==> src/rtl/core/bssr_pkg.sv <==
// Shared types, constants and register indexes for the belt ramp unit.
`timescale 1ns / 1ps

package bssr_pkg;

   localparam int CfgWidth   = 16;
   localparam int StepWidth  = 4;
   localparam int SpeedWidth = 3;
   localparam int CsrIdxWidth = 2;

   localparam logic [StepWidth-1:0]  StepIdle    = 4'd0;
   localparam logic [StepWidth-1:0]  StepOne     = 4'd1;
   localparam logic [StepWidth-1:0]  StepThree   = 4'd3;
   localparam logic [StepWidth-1:0]  StepLong    = 4'd5;
   localparam logic [StepWidth-1:0]  StepLast    = 4'd7;
   localparam logic [StepWidth-1:0]  StepFull    = 4'd8;
   localparam logic [SpeedWidth-1:0] SpeedStop   = 3'd0;
   localparam logic [SpeedWidth-1:0] SpeedTop    = 3'd6;

   localparam logic [CfgWidth-1:0] UpDwellBaseReset   = 16'd400;
   localparam logic [CfgWidth-1:0] DownDwellBaseReset = 16'd400;
   localparam logic [CfgWidth-1:0] StopDelayReset     = 16'd200;

   typedef enum logic [CsrIdxWidth-1:0] {
      CSR_UP_DWELL_BASE   = 2'd0,
      CSR_DOWN_DWELL_BASE = 2'd1,
      CSR_STOP_DELAY      = 2'd2
   } csr_index_type;

   typedef struct packed {
      logic [CfgWidth-1:0] up_dwell_base;
      logic [CfgWidth-1:0] down_dwell_base;
      logic [CfgWidth-1:0] stop_delay_ticks;
   } cfg_type;

   typedef struct packed {
      logic [StepWidth-1:0]  step_index;
      logic [SpeedWidth-1:0] speed_out;
      logic                  start_request;
      logic                  stop_request;
      logic                  running_flag;
      logic                  stop_done;
      logic                  delay_active;
      logic [CfgWidth-1:0]   up_dwell_count;
      logic [CfgWidth-1:0]   down_dwell_count;
      logic [CfgWidth-1:0]   delay_count;
   } ramp_state_type;

endpackage

==> src/rtl/core/belt_soft_start_stop_ramp_unit.sv <==
// Top level of the belt soft start / soft stop ramp unit.
`timescale 1ns / 1ps
//
// One req transaction is one timer tick carrying the qualified presence bit
// (req_sensor_present). Each tick yields exactly one rsp transaction with the
// speed code, running flag, ramp step and stop-pending flag after that tick.
// Configuration (up dwell base, down dwell base, stop delay ticks) is written
// through the csr port, index 0..2, by the user only while no tick is in flight
// (the block does not enforce this); other indexes are ignored.
// A tick accepted on req is held in the input register, then evaluated into the
// ramp state and result register, raising rsp_valid, once the result slot is free.
// Throughput: one tick per cycle while rsp_ready holds; the ramp state register
// closes the only loop, so each tick sees the state left by the previous one.
// Stalls: the input register accepts a new tick while a result waits; when
// rsp_ready is low with both registers full, req_ready drops and the result
// and ramp state hold.
// Reset: synchronous; the ramp state clears to step 0, speed 0 and the
// timing registers return to 400, 400 and 200 ticks.

module belt_soft_start_stop_ramp_unit
   import bssr_pkg::*;
(
   input  logic                   clock,
   input  logic                   reset,
   input  logic                   req_valid,
   output logic                   req_ready,
   input  logic                   req_sensor_present,
   output logic                   rsp_valid,
   input  logic                   rsp_ready,
   output logic [SpeedWidth-1:0]  rsp_speed_code,
   output logic                   rsp_running,
   output logic [StepWidth-1:0]   rsp_ramp_step,
   output logic                   rsp_stop_pending,
   input  logic                   csr_write_enable,
   input  logic [CsrIdxWidth-1:0] csr_index,
   input  logic [CfgWidth-1:0]    csr_write_data
);

   cfg_type        cfg;
   ramp_state_type state_ff;
   ramp_state_type state_in;
   ramp_state_type tick_next;
   logic           in_valid_ff;
   logic           in_valid_in;
   logic           in_present_ff;
   logic           in_present_in;
   logic           out_valid_ff;
   logic           out_valid_in;
   logic           advance;

   bssr_csr u_csr (
      .clock            (clock),
      .reset            (reset),
      .csr_write_enable (csr_write_enable),
      .csr_index        (csr_index),
      .csr_write_data   (csr_write_data),
      .cfg              (cfg)
   );

   bssr_tick u_tick (
      .cur     (state_ff),
      .cfg     (cfg),
      .present (in_present_ff),
      .nxt     (tick_next)
   );

   // evaluate the held tick once the result slot is free or being drained
   assign advance   = in_valid_ff && (!out_valid_ff || rsp_ready);
   assign req_ready = !in_valid_ff || advance;

   always_comb begin
      in_valid_in   = in_valid_ff;
      in_present_in = in_present_ff;
      out_valid_in  = out_valid_ff;
      state_in      = state_ff;
      if (rsp_valid && rsp_ready) begin
         out_valid_in = 1'b0;
      end
      if (advance) begin
         in_valid_in  = 1'b0;
         out_valid_in = 1'b1;
         state_in     = tick_next;
      end
      if (req_valid && req_ready) begin
         in_valid_in   = 1'b1;
         in_present_in = req_sensor_present;
      end
   end

   always_ff @(posedge clock) begin
      if (reset) begin
         in_valid_ff  <= 1'b0;
         out_valid_ff <= 1'b0;
         state_ff     <= '0;
      end else begin
         in_valid_ff  <= in_valid_in;
         out_valid_ff <= out_valid_in;
         state_ff     <= state_in;
      end
      in_present_ff <= in_present_in;
   end

   // the ramp state only changes together with a new result
   assign rsp_valid        = out_valid_ff;
   assign rsp_speed_code   = state_ff.speed_out;
   assign rsp_running      = state_ff.running_flag;
   assign rsp_ramp_step    = state_ff.step_index;
   assign rsp_stop_pending = state_ff.delay_active;

   a_running_at_full: assert property (@(posedge clock) disable iff (reset)
      state_ff.running_flag |-> (state_ff.step_index == StepFull))
      else $error("running set below full step");

   a_delay_not_running: assert property (@(posedge clock) disable iff (reset)
      !(state_ff.delay_active && state_ff.running_flag))
      else $error("stop delay counting while running");

   a_step_in_range: assert property (@(posedge clock) disable iff (reset)
      state_ff.step_index <= StepFull)
      else $error("ramp step beyond full");

   a_state_holds_on_stall: assert property (@(posedge clock) disable iff (reset)
      (out_valid_ff && !rsp_ready) |=> $stable(state_ff))
      else $error("ramp state moved while result stalled");

endmodule

==> src/rtl/core/bssr_csr.sv <==
// Configuration registers for dwell and stop-delay timing.
`timescale 1ns / 1ps

module bssr_csr
   import bssr_pkg::*;
(
   input  logic                   clock,
   input  logic                   reset,
   input  logic                   csr_write_enable,
   input  logic [CsrIdxWidth-1:0] csr_index,
   input  logic [CfgWidth-1:0]    csr_write_data,
   output cfg_type                cfg
);

   cfg_type cfg_ff;
   cfg_type cfg_in;

   always_comb begin
      cfg_in = cfg_ff;
      if (csr_write_enable) begin
         case (csr_index)
            CSR_UP_DWELL_BASE:   cfg_in.up_dwell_base    = csr_write_data;
            CSR_DOWN_DWELL_BASE: cfg_in.down_dwell_base  = csr_write_data;
            CSR_STOP_DELAY:      cfg_in.stop_delay_ticks = csr_write_data;
            default:             cfg_in = cfg_ff;
         endcase
      end
   end

   always_ff @(posedge clock) begin
      if (reset) begin
         cfg_ff.up_dwell_base    <= UpDwellBaseReset;
         cfg_ff.down_dwell_base  <= DownDwellBaseReset;
         cfg_ff.stop_delay_ticks <= StopDelayReset;
      end else begin
         cfg_ff <= cfg_in;
      end
   end

   assign cfg = cfg_ff;

endmodule

==> src/rtl/core/bssr_tick.sv <==
// Next-state logic for one timer tick: presence handling, ramps and stop delay.
`timescale 1ns / 1ps

module bssr_tick
   import bssr_pkg::*;
(
   input  ramp_state_type cur,
   input  cfg_type        cfg,
   input  logic           present,
   output ramp_state_type nxt
);

   logic [CfgWidth-1:0] up_limit;
   logic [CfgWidth-1:0] down_limit;

   always_comb begin
      nxt = cur;

      if (present) begin
         if (!cur.start_request) begin
            nxt.start_request = 1'b1;
            nxt.stop_request  = 1'b0;
            nxt.running_flag  = 1'b0;
            nxt.stop_done     = 1'b0;
            nxt.delay_active  = 1'b0;
            if (cur.step_index != StepIdle) begin
               nxt.step_index = cur.step_index - 4'd1;
            end
         end
      end else begin
         if (cur.running_flag) begin
            nxt.delay_active  = 1'b1;
            nxt.running_flag  = 1'b0;
            nxt.start_request = 1'b0;
         end
         if (cur.stop_done) begin
            nxt.stop_request  = 1'b1;
            nxt.start_request = 1'b0;
            nxt.stop_done     = 1'b0;
         end
      end

      // ramp-up: step 5 dwells the full base, others a quarter
      up_limit = (nxt.step_index == StepLong) ? cfg.up_dwell_base
                                              : (cfg.up_dwell_base >> 2);
      if (nxt.start_request) begin
         if (nxt.step_index == StepIdle) begin
            nxt.speed_out  = SpeedStop;
            nxt.step_index = StepOne;
         end else if (nxt.step_index > StepLast) begin
            nxt.up_dwell_count = '0;
         end else begin
            nxt.speed_out = (nxt.step_index == StepLast) ? SpeedTop
                                                         : nxt.step_index[SpeedWidth-1:0];
            nxt.up_dwell_count = nxt.up_dwell_count + 16'd1;
            if (nxt.up_dwell_count >= up_limit) begin
               if (nxt.step_index == StepLast) begin
                  nxt.running_flag = 1'b1;
               end
               nxt.step_index     = nxt.step_index + 4'd1;
               nxt.up_dwell_count = '0;
            end
         end
      end

      // ramp-down: low steps dwell a quarter, upper steps half the base
      down_limit = (nxt.step_index <= StepThree) ? (cfg.down_dwell_base >> 2)
                                                 : (cfg.down_dwell_base >> 1);
      if (nxt.stop_request) begin
         if (nxt.step_index == StepIdle || nxt.step_index > StepFull) begin
            nxt.speed_out        = SpeedStop;
            nxt.down_dwell_count = '0;
         end else if (nxt.step_index == StepOne) begin
            nxt.speed_out        = SpeedStop;
            nxt.step_index       = StepIdle;
            nxt.down_dwell_count = '0;
            nxt.running_flag     = 1'b0;
         end else begin
            nxt.speed_out = (nxt.step_index == StepFull) ? SpeedTop
                                                         : nxt.step_index[SpeedWidth-1:0] - 3'd1;
            nxt.down_dwell_count = nxt.down_dwell_count + 16'd1;
            if (nxt.down_dwell_count >= down_limit) begin
               nxt.step_index       = nxt.step_index - 4'd1;
               nxt.down_dwell_count = '0;
            end
         end
      end

      if (nxt.delay_active) begin
         nxt.delay_count = nxt.delay_count + 16'd1;
         if (nxt.delay_count >= cfg.stop_delay_ticks) begin
            nxt.stop_done    = 1'b1;
            nxt.delay_active = 1'b0;
            nxt.delay_count  = '0;
         end
      end
   end

endmodule

==> config.mk <==
export PLATFORM = sky130hd
export DESIGN_NAME = belt_soft_start_stop_ramp_unit
export DESIGN_NICKNAME = d
export VERILOG_FILES = /design/src/rtl/core/bssr_pkg.sv /design/src/rtl/core/belt_soft_start_stop_ramp_unit.sv /design/src/rtl/core/bssr_csr.sv /design/src/rtl/core/bssr_tick.sv
export SDC_FILE = /design/constraint.sdc
export NUM_CORES = 1
export LEC_CHECK = 0
export CAP_MARGIN = 20
export CORE_UTILIZATION = 40
export DETAILED_ROUTE_END_ITERATION = 16
export DONT_BUFFER_PORTS = 1
export PLACE_DENSITY_LB_ADDON = 0.1
export SLEW_MARGIN = 20
export SYNTH_ARGS = -nofsm -noshare
export SYNTH_HDL_FRONTEND = slang
export SYNTH_SLANG_ARGS = --single-unit
export TNS_END_PERCENT = 100
==> constraint.sdc <==
create_clock -name clock -period 7 [get_ports clock]
set_clock_uncertainty 0.2 [all_clocks]
set_input_delay 0.7 -clock clock [delete_from_list [all_inputs] [get_ports clock]]
set_output_delay 0.7 -clock clock [all_outputs]
set_load 0.05 [all_outputs]
==> metrics.md, run 1 <==
| Metric | Value |
|---|---|
| Residual antenna-violating net count after detailed routing | `0` |
| Area growth, synth to finish | `8.61%` |
| Critical path start-end classification | `register to register` |
| Die extent in x | `132 um` |
| Clock transition at the register clock pins on the worst setup and hold paths after CTS | `0.08 ns` |
| Clock Latency Late Sink | `0.36 ns` |
| Setup violators final | `0` |
| Worst Setup Start Kind | `register` |
| Dominant combinational cell family by area after synthesis | `simple AND/OR/NAND/NOR gates` |
| Most used DFF post-synth | `dfxtp_1` |
| Achievable Freq | `151 MHz` |
| Count of input and output buffers | `0` |
| Most repeated cell in the gate-level netlist after synthesis | `nand2_1` |
| Synthesized flop and latch total | `110` |
| Detail Placement HPWL | `12.4 mm` |
| Number of instances on the worst hold path | `1` |
| Post-Route WL | `16.6 mm` |
| Adder-cell share of the synthesized area | `10.5%` |
| Total number of yosys warnings | `0` |
| Remaining design rule violation count | `0` |
| Share of synthesized registers carrying an async set or reset | `0%` |
| Hold slack | `0.210 ns` |
| Worst endpoint required time | `7.09 ns` |
| Worst-margin pin slew | `0.996 ns` |
| Initial Utilization | `40.8%` |
| Via count of the first global-routing pass | `5635` |
| Minimum clock period | `6.62 ns` |
| Number of H-tree levels | `3` |
| Placeable Area | `16600 um2` |
| Post-layout power | `1.36 mW` |
| Maximum fanout along the worst path | `15` |
| Inserted Diodes | `0` |
| Standard cell area after detailed placement | `7010 um2` |
| Count of flip-flops with a built-in enable after synthesis | `1` |
| Number of vias after detailed routing | `5895` |
| Routed length per instance | `15.7 um` |
| Worst min-delay path category | `primary input to register` |
| Final design area excluding fillers | `7360 um2` |
| Io pins | `35` |
| Antenna violations before repair | `0` |
| Multiplexer area fraction after synthesis | `4.97%` |
| Post-synthesis instance area | `6770 um2` |
| Synthesized area divided by synthesized cell count | `8.09 um2` |
| Power per cell area | `185 nW/um2` |
| R2R cell count | `27` |
| Placer Congestion | `0.838` |
| Share of the yosys chip area belonging to registers | `32.7%` |
| Worst-case clock buffer depth | `2` |
| Total track usage | `19.4%` |
| Net Count, Synth | `918` |
| Floorplan die height | `132 um` |
| Hold bufs inserted after CTS | `0` |
| Leading post-synthesis cells by cell area | `dfxtp_1 32%, ha_1 11%, nand2_1 7.9%` |
| CTS tree | `done` |
| Arrival time of data at the critical path endpoint | `6.72 ns` |
| Largest vdd supply drop | `0.125 mV` |
| Mapped Cells | `837` |
| Post-synthesis simple-gate area fraction | `24.5%` |
| Global-route wire length before repair | `27.4 mm` |
| Worst rel slew slack | `33.6%` |
| Most area-hungry cell type in the Yosys netlist | `dfxtp_1` |
| Total die area | `17500 um2` |
| Final cycle utilization of the critical path | `94.6%` |
| Via density | `5.59` |
| DR iter-0 viols | `358` |
| Number of max-cap violations | `0` |
| Area fraction of the dominant cell type after synthesis | `32.2%` |
| Num CTS Buffers | `9` |
| Synth Area in XOR/XNOR | `6.08%` |
| Leakage Power | `2.92 nW` |
| Root Buffer | `clkbuf_16` |
| Final standard cell utilization of the core | `44.4%` |
| First-pass DRT Iterations | `5` |
| Number of standard-cell rows in the floorplan | `47` |
| Status | `completed` |
| Post-synth top cells | `143 x nand2_1, 109 x dfxtp_1, 76 x a21oi_1` |
| Clock tree sinks | `110` |
| Number of failing hold endpoints at the final stage | `0` |
| Endpoint type of the worst setup path | `register` |
| Grt ovf | `0` |
| Ratio of cells with drive above 1 in the final layout | `7.91%` |
| Number of unique standard cell types used by synthesis | `65` |
| Synth Area in Compound Gates | `16.7%` |
| Maximum number of pins on one net before global-route repair | `109` |
| Nets | `910` |
| Total count of max-transition violations in the final report | `0` |
==> timing repair <==
| item | 4_1_cts | 5_1_grt |
|---|---|---|
| endpoints found under the setup margin | 0 | 19 |
| setup buffers | 0 | 4 |
| resized for setup | 0 | 6 |
==> layout make-up <==
class                           count  area, um2
Clock buffer                       10        239
Clock inverter                      6       57.6
Fill cell                        1721       9230
Inverter                           27        101
Multi-Input combinational cell    655       4270
Sequential cell                   110       2210
Tap cell                          220        275
Timing Repair Buffer               26        199
==> cell usage in the layout (no fill, tap or decap), types with 3 or more instances in the layout <==
cell type  instances
nor4_1             3
buf_4             25
nand4b_1           3
and2_1             5
a22o_1             3
nor3_1            13
a22oi_1           23
a21oi_1           75
clkbuf_16          9
a22oi_2            3
a31oi_1           11
a21o_1             6
or4_1              4
nand4_1            6
dfxtp_1          109
o21ai_0           15
and3_1            14
nand2_1          143
mux2i_1           28
a211o_1            4
inv_1             27
and4_1             6
a211oi_1           6
xor2_1            14
nand3b_1          17
ha_1              57
nand2b_1           8
mux2_2             5
nor2b_1            8
xnor2_1           33
nand3_1           40
nor2_1            64
==> metrics by stage <==
step           setup TNS, ns  setup WS (ns)  std cells
6_report                   0          0.378       1054
2_1_floorplan              0          0.508        837
3_3_place_gp               0          0.283       1034
4_1_cts                    0          0.112       1050
5_1_grt               -0.341        -0.0579       1054
3_5_place_dp               0          0.139       1034
==> registers in the layout, summed over array words and instances (netlist names) <==
name / cells
in_present_ff: 1
state_ff: 51
u_csr.cfg: 47
rsp_valid: 1
rsp_running: 1
in_valid_ff: 1
rsp_stop_pending: 1
rsp_speed_code: 3
rsp_ramp_step: 4
==> path summary, 6_finish.rpt <==
kind / to / slack (ns) / from
worst min-delay path: state_ff[51] / 0.21 / reset
worst max-delay path: state_ff[19] / 0.38 / rsp_ramp_step[0]
worst min register to register: u_csr.cfg[17] / 0.26 / u_csr.cfg[17]
worst max register to register: state_ff[19] / 0.38 / rsp_ramp_step[0]
==> critical path: stages, from the launching register on <==
cell	delay (ns)
dfxtp_1	0.36
inv_1	0.05
ha_1	0.23
a21oi_2	0.26
mux2_2	0.43
ha_1	0.24
nand2_1	0.10
buf_4	0.25
mux2i_1	0.12
ha_1	0.29
and4_1	0.27
o311ai_0	0.22
or4_1	0.48
nand3_1	0.15
a41oi_2	0.20
nand2_4	0.17
buf_4	0.16
mux2i_1	0.20
ha_1	0.26
a21oi_1	0.18
nand2_1	0.07
o21ai_0	0.22
a21oi_1	0.11
or4_1	0.62
a211oi_4	0.26
buf_6	0.22
a22oi_1	0.10
nor2_1	0.11
==> routing by layer <==
layer / part of all wire [%] / up-vias / wire [um] / track usage (%)
met4: 1.5 / 0 / 250 / 5.68
li1: - / 2947 / - / -
met1: 48 / 2815 / 7910 / 25.2
met3: 5.1 / 20 / 838 / 5.23
met2: 46 / 113 / 7580 / 31.5
met5: 0 / - / 0 / 0
==> kinds of logic (layout without fill, tap and decap cells) <==
group | count (synthesis) | after routing
flip-flops | 110 | 110
buffers and inverters | 72 | 69
AO/OA/AOI/OAI | 171 | 171
XOR/XNOR | 47 | 47
multiplexers | 33 | 33
AND/OR/NAND/NOR | 347 | 347
adder cells (fa/ha/maj) | 57 | 57
==> power breakdown <==
part | switching [mW] | leakage, nW | internal (mW)
registers | 0.0239 | 0.893 | 0.645
clock network | 0.257 | 0.143 | 0.258
logic | 0.108 | 1.89 | 0.0716
total | 0.389 | 2.92 | 0.974
Power figures use the tool's default switching activity.
==> inputs of run 2 (changes only) <==
--- a/config.mk
+++ b/config.mk
@@ -7,6 +7,7 @@
 export LEC_CHECK = 0
 export CAP_MARGIN = 20
 export CORE_UTILIZATION = 40
+export CTS_BUF_LIST = sky130_fd_sc_hd__clkbuf_4 sky130_fd_sc_hd__clkbuf_8
 export DETAILED_ROUTE_END_ITERATION = 16
 export DONT_BUFFER_PORTS = 1
 export PLACE_DENSITY_LB_ADDON = 0.1
==> run 2 against run 1 <==
  * Utilization down 0.59 points
  * Via count down 0.20%
  * Critical path depth is 1 lower
  * Routed wire length barely moved
  * Fmax grew 1.1%
  * Final area shrank 1.3%
  * Non-clock buffer count stayed put
  * Combinational power barely moved
==> metrics.md, run 2 (synthesis gave the netlist of run 1 again) <==
| Metric | Value |
|---|---|
| Status | `completed` |
| Total negative slack for setup checks | `0 ns (unchanged)` |
| Cell repeated most along the worst path | `ha_1` |
| Inserted Diodes | `0 (unchanged)` |
| Io pins | `35 (unchanged)` |
| Setup violators final | `0 (unchanged)` |
| Power per cell area | `171 nW/um2 (-7.9%)` |
| Residual antenna-violating net count after detailed routing | `0 (unchanged)` |
| Count of input and output buffers | `0 (unchanged)` |
| Unrepaired setup endpoints after global routing | `false` |
| Placeable Area | `16600 um2 (unchanged)` |
| Global-route wire length before repair | `27.3 mm (-0.18%)` |
| Worst min-delay path category | `primary input to register` |
| Total die area | `17500 um2 (unchanged)` |
| Most flop-heavy register | `state_ff` |
| Detail Placement HPWL | `12.4 mm (unchanged)` |
| Critical path start-end classification | `register to register` |
| Clock tree sinks | `110 (unchanged)` |
| Grt ovf | `0 (unchanged)` |
| Worst Setup Start Kind | `register` |
| Worst rel slew slack | `35.2% (+1.7 points)` |
| Achievable Freq | `153 MHz (+1.1%)` |
| Maximum number of pins on one net before global-route repair | `109 (unchanged)` |
| Arrival time of data at the critical path endpoint | `6.68 ns (-0.04 ns)` |
| Minimum clock period | `6.55 ns (-0.0697 ns)` |
| Antenna violations before repair | `0 (unchanged)` |
| Ratio of cells with drive above 1 in the final layout | `8.03% (+0.12 points)` |
| Number of max-cap violations | `0 (unchanged)` |
| Number of standard-cell rows in the floorplan | `47 (unchanged)` |
| Remaining design rule violation count | `0 (unchanged)` |
| Most common cell after layout, fill and taps aside | `nand2_1` |
| Via count of the first global-routing pass | `5631 (-0.071%)` |
| Routed length per instance | `15.7 um (about the same)` |
| Post-layout power | `1.24 mW (-9.1%)` |
| Endpoint type of the worst setup path | `register` |
| Total count of max-transition violations in the final report | `0 (unchanged)` |
| Worst-margin pin slew | `0.971 ns (-0.0248 ns)` |
| Worst path slowest cell | `or4_4` |
| Clock transition at the register clock pins on the worst setup and hold paths after CTS | `0.11 ns (+0.03 ns)` |
| Commonest non-fill, non-tap cells in the layout | `143 x nand2_1, 109 x dfxtp_1, 75 x a21oi_1, 64 x nor2_1, 57 x ha_1` |
| CTS tree | `done` |
| Leakage Power | `2.88 nW (-1.6%)` |
| Hold slack | `0.168 ns (-0.0419 ns)` |
| Number of H-tree levels | `3 (unchanged)` |
| Post-Route WL | `16.6 mm (about the same)` |
| Via density | `5.58 (-0.20%)` |
| Number of failing hold endpoints at the final stage | `0 (unchanged)` |
| Combined area of the multi-input logic cells | `4280 um2 (about the same)` |
| Final design area excluding fillers | `7260 um2 (-1.3%)` |
| Die extent in x | `132 um (unchanged)` |
| Initial Utilization | `40.8% (unchanged)` |
| Worst Setup Slack post-DPL | `0.139 ns (unchanged)` |
| Final cycle utilization of the critical path | `93.6% (-1.0 points)` |
| Sequential Area | `2210 um2 (unchanged)` |
| Nets | `910 (unchanged)` |
| Total track usage | `19.4% (-0.050 points)` |
| Number of vias after detailed routing | `5883 (-0.20%)` |
| Maximum fanout along the worst path | `15 (unchanged)` |
| Area growth, synth to finish | `7.17%` |
| Floorplan die height | `132 um (unchanged)` |
| Clock Latency Late Sink | `0.40 ns (+0.04 ns)` |
| Num CTS Buffers | `9 (unchanged)` |
| Placed insts | `1034 (unchanged)` |
| Root Buffer | `clkbuf_8` |
| Final non-filler cell total | `1054 (unchanged)` |
| Layout fillers | `1734 (+0.76%)` |
| Flip-flop count of the largest register after layout | `51 (unchanged)` |
| Worst-case clock buffer depth | `2 (unchanged)` |
| Standard cell area after detailed placement | `7010 um2 (unchanged)` |
| First-pass DRT Iterations | `5 (unchanged)` |
| Final Worst Setup Slack | `0.447 ns (+0.0697 ns)` |
| Worst endpoint required time | `7.13 ns (+0.04 ns)` |
| Max incr delay on CP | `0.57 ns (-0.05 ns)` |
| Final standard cell utilization of the core | `43.8% (-0.59 points)` |
| DR iter-0 viols | `375 (+4.7%)` |
| Largest vdd supply drop | `0.102 mV (-18%)` |
| Placer Congestion | `0.838 (unchanged)` |
[run 2: cell counts in the layout (fill, tap and decap cells not counted)]
No cell type changed its count.
[run 2: layer usage]
layer,wire length [um],track usage (%),vias to the layer above,share of wire (%)
li1,-,-,2941,-
met1,8050,25.2,2815,49
met2,7480,31.2,103,45
met3,680,4.61,24,4.1
met4,349,7.17,0,2.1
met5,0,0,-,0
[run 2: cell type report]
cell class / instances / share of cell area (%)
clock buffer: 10 / 1.90
clock inverter: 6 / 0.793
inverter: 27 / 1.40
multi-input combinational: 655 / 58.9
sequential: 110 / 30.5
tap: 220 / 3.79
timing repair buffer: 26 / 2.74
[run 2: worst paths after layout]
path                                       start       endpoint  slack [ns]  cells after the start
worst min-delay path                       reset    rsp_running        0.17                      1
worst min register to register     u_csr.cfg[17]  u_csr.cfg[17]        0.27                      2
worst max register to register  rsp_ramp_step[0]   state_ff[28]        0.45                     26
worst max-delay path            rsp_ramp_step[0]   state_ff[28]        0.45                     26
[run 2: worst max-delay path, delay by kind of cell (launching register included)]
family,cells,cell delay (ns)
AOI/OAI and AO/OA,9,2.23
adders and majority gates,4,0.99
and+or+nand+nor,7,1.27
buffers and inverters,3,0.43
DFF,1,0.37
muxes,3,0.97
[run 2: power by group]
part           total [mW]  switching (mW)  internal (mW)
Clock               0.390           0.245          0.146
Sequential          0.669          0.0239          0.645
Combinational       0.180           0.108         0.0715
Total                1.24           0.377          0.862
[run 2: repair_timing]
item,4_1_cts,5_1_grt
setup endpoints to repair,0,19
setup buffers,0,4
hold buffers,0,0
hold endpoints to repair,0,0
gates resized for setup,0,7
==> inputs of run 3 (changes only) <==
--- a/config.mk
+++ b/config.mk
@@ -10,7 +10,7 @@
 export CTS_BUF_LIST = sky130_fd_sc_hd__clkbuf_4 sky130_fd_sc_hd__clkbuf_8
 export DETAILED_ROUTE_END_ITERATION = 16
 export DONT_BUFFER_PORTS = 1
-export PLACE_DENSITY_LB_ADDON = 0.1
+export PLACE_DENSITY_LB_ADDON = 0.3
 export SLEW_MARGIN = 20
 export SYNTH_ARGS = -nofsm -noshare
 export SYNTH_HDL_FRONTEND = slang
==> run 3 against run 2 <==
  * Sequential power is essentially flat
  * Setup slack gained 0.022 ns
  * First-iteration DRC count shrank 1.6%
  * Critical path type unchanged
  * Critical endpoint is now state_ff[21]
  * Largest power group unchanged
  * Highest routed layer unchanged
==> metrics.md, run 3 (synthesis gave the netlist of run 1 again) <==
| Metric | Value |
|---|---|
| Placeable Area | `16600 um2 (unchanged)` |
| Most common cell after layout, fill and taps aside | `nand2_1` |
| Cell Int Power | `0.898 mW (+4.2%)` |
| Worst endpoint required time | `7.14 ns (about the same)` |
| Logic gate share of total power | `13.9% (-0.6 points)` |
| Sum of buffers and inverters on the critical path | `3 (unchanged)` |
| Total negative slack for setup checks | `0 ns (unchanged)` |
| Die extent in x | `132 um (unchanged)` |
| Number of vias after detailed routing | `5630 (-4.3%)` |
| Combined area of the multi-input logic cells | `4310 um2 (+0.82%)` |
| Commonest non-fill, non-tap cells in the layout | `143 x nand2_1, 109 x dfxtp_1, 75 x a21oi_1, 64 x nor2_1, 57 x ha_1` |
| Residual antenna-violating net count after detailed routing | `0 (unchanged)` |
| Standard cell area after detailed placement | `6950 um2 (-0.75%)` |
| Hold bufs inserted after CTS | `0 (unchanged)` |
| Initial Utilization | `40.8% (unchanged)` |
| Inserted Diodes | `0 (unchanged)` |
| Final design area excluding fillers | `7220 um2 (-0.48%)` |
| Relative contribution of the clock network to total power | `33.1% (+1.6 points)` |
| Dominant delay contributor by cell family on the critical path | `simple AND/OR/NAND/NOR gates` |
| Sequential Area | `2210 um2 (unchanged)` |
| Sequential power share | `53.0% (-1.0 points)` |
| Status | `completed` |
| Final non-filler cell total | `1043 (-1.0%)` |
| Achievable Freq | `153 MHz (+0.33%)` |
| Max incr delay on CP | `0.61 ns (+0.04 ns)` |
| Detail Placement HPWL | `11.4 mm (-7.6%)` |
| Largest vdd supply drop | `0.145 mV (+42%)` |
| Grt ovf | `0 (unchanged)` |
| Routed length per instance | `15.1 um (-4.0%)` |
| Nets | `899 (-1.2%)` |
| Clock Latency Late Sink | `0.40 ns (about the same)` |
| Placer Congestion | `0.845 (+0.81%)` |
| DR iter-0 viols | `369 (-1.6%)` |
| Worst path slowest cell | `or4_1` |
| Number of max-cap violations | `0 (unchanged)` |
| Minimum clock period | `6.53 ns (-0.0217 ns)` |
| Ratio of cells with drive above 1 in the final layout | `7.17% (-0.86 points)` |
| Net switching power | `0.365 mW (-3.1%)` |
| Worst Setup Slack post-DPL | `0.121 ns (-0.0182 ns)` |
| Total die area | `17500 um2 (unchanged)` |
| Clock tree sinks | `110 (unchanged)` |
| Io pins | `35 (unchanged)` |
| Placed insts | `1027 (-0.68%)` |
| Final standard cell utilization of the core | `43.6% (-0.21 points)` |
| Flip-flop count of the largest register after layout | `51 (unchanged)` |
| Power per cell area | `175 nW/um2 (+2.5%)` |
| Num CTS Buffers | `9 (unchanged)` |
| Number of failing hold endpoints at the final stage | `0 (unchanged)` |
| Antenna violations before repair | `0 (unchanged)` |
| Worst min-delay path category | `primary input to register` |
| Global-route wire length before repair | `26.5 mm (-3.2%)` |
| Worst Setup Start Kind | `register` |
| Total count of max-transition violations in the final report | `0 (unchanged)` |
| Maximum fanout along the worst path | `16 (+1)` |
| Final Worst Setup Slack | `0.469 ns (+0.0217 ns)` |
| Hold slack | `0.169 ns (+0.000642 ns)` |
| Fraction of power spent switching nets | `28.9% (-1.5 points)` |
| Endpoint type of the worst setup path | `register` |
| Maximum number of pins on one net before global-route repair | `109 (unchanged)` |
| Area growth, synth to finish | `6.65%` |
| Clock transition at the register clock pins on the worst setup and hold paths after CTS | `0.11 ns (about the same)` |
| Critical path start-end classification | `register to register` |
| Via count of the first global-routing pass | `5298 (-5.9%)` |
| Most flop-heavy register | `state_ff` |
| Post-Route WL | `15.7 mm (-5.0%)` |
| Root Buffer | `clkbuf_8` |
| Post-layout power | `1.26 mW (+2.0%)` |
| Arrival time of data at the critical path endpoint | `6.67 ns (about the same)` |
| Total track usage | `18.7% (-0.72 points)` |
| Worst-case clock buffer depth | `2 (unchanged)` |
| Number of standard-cell rows in the floorplan | `47 (unchanged)` |
| Unrepaired setup endpoints after global routing | `false` |
| Leakage Power | `2.84 nW (-1.1%)` |
| Count of input and output buffers | `0 (unchanged)` |
| Number of H-tree levels | `3 (unchanged)` |
| Via density | `5.40 (-3.3%)` |
| CTS tree | `done` |
| Layout fillers | `1700 (-2.0%)` |
| Remaining design rule violation count | `0 (unchanged)` |
| Final cycle utilization of the critical path | `93.3% (-0.31 points)` |
| Setup violators final | `0 (unchanged)` |
| First-pass DRT Iterations | `5 (unchanged)` |
| Worst rel slew slack | `33.8% (-1.5 points)` |
| Worst-margin pin slew | `0.990 ns (+0.0181 ns)` |
| Floorplan die height | `132 um (unchanged)` |
[run 3: cell type report]
| cell class | instances | share of cell area [%] |
|---|---|---|
| clock buffers | 11 | 2.01 |
| clock inverters | 5 | 0.918 |
| inverters | 27 | 1.40 |
| multi-input cells | 655 | 59.7 |
| flip-flops and latches | 110 | 30.6 |
| well taps | 220 | 3.81 |
| repair buffers | 15 | 1.56 |
[run 3: path summary, 6_finish.rpt]
path                    start                 to  slack, ns  cells past startpoint
max          rsp_ramp_step[1]       state_ff[21]       0.47                     26
min                     reset  rsp_speed_code[2]       0.17                      1
max reg2reg  rsp_ramp_step[1]       state_ff[21]       0.47                     26
min reg2reg     u_csr.cfg[11]      u_csr.cfg[11]       0.26                      2
[run 3: power groups by stage]
stage / Combinational (mW) / Clock [mW] / Sequential (mW)
2_1_floorplan: 0.152 / 0 / 0.674
3_3_place_gp: 0.168 / 0 / 0.683
3_5_place_dp: 0.171 / 0 / 0.684
4_1_cts: 0.171 / 0.433 / 0.669
5_1_grt: 0.194 / 0.455 / 0.673
6_report: 0.175 / 0.418 / 0.670
[run 3: per-layer routing]
metal | global-route usage [%] | wire length, um | vias up | share of wire (%)
li1 | - | - | 2917 | -
met1 | 25.6 | 7530 | 2615 | 48
met2 | 28.8 | 7030 | 88 | 45
met3 | 5.81 | 974 | 10 | 6.2
met4 | 3.62 | 200 | 0 | 1.3
met5 | 0 | 0 | - | 0
[run 3: worst reg2reg max path, delay by kind of cell, from the launching register on]
family,cells,cell delay [ns]
buffers and inverters,3,0.64
muxes,2,0.45
and+or+nand+nor,12,3.16
AOI/OAI and AO/OA,7,1.14
adders and majority gates,2,0.55
DFF,1,0.32
[run 3: what timing repair did]
| action | 4_1_cts | 5_1_grt |
|---|---|---|
| buffers inserted | 0 | 0 |
| resized for setup | 0 | 11 |
| endpoints found under the setup margin | 0 | 19 |
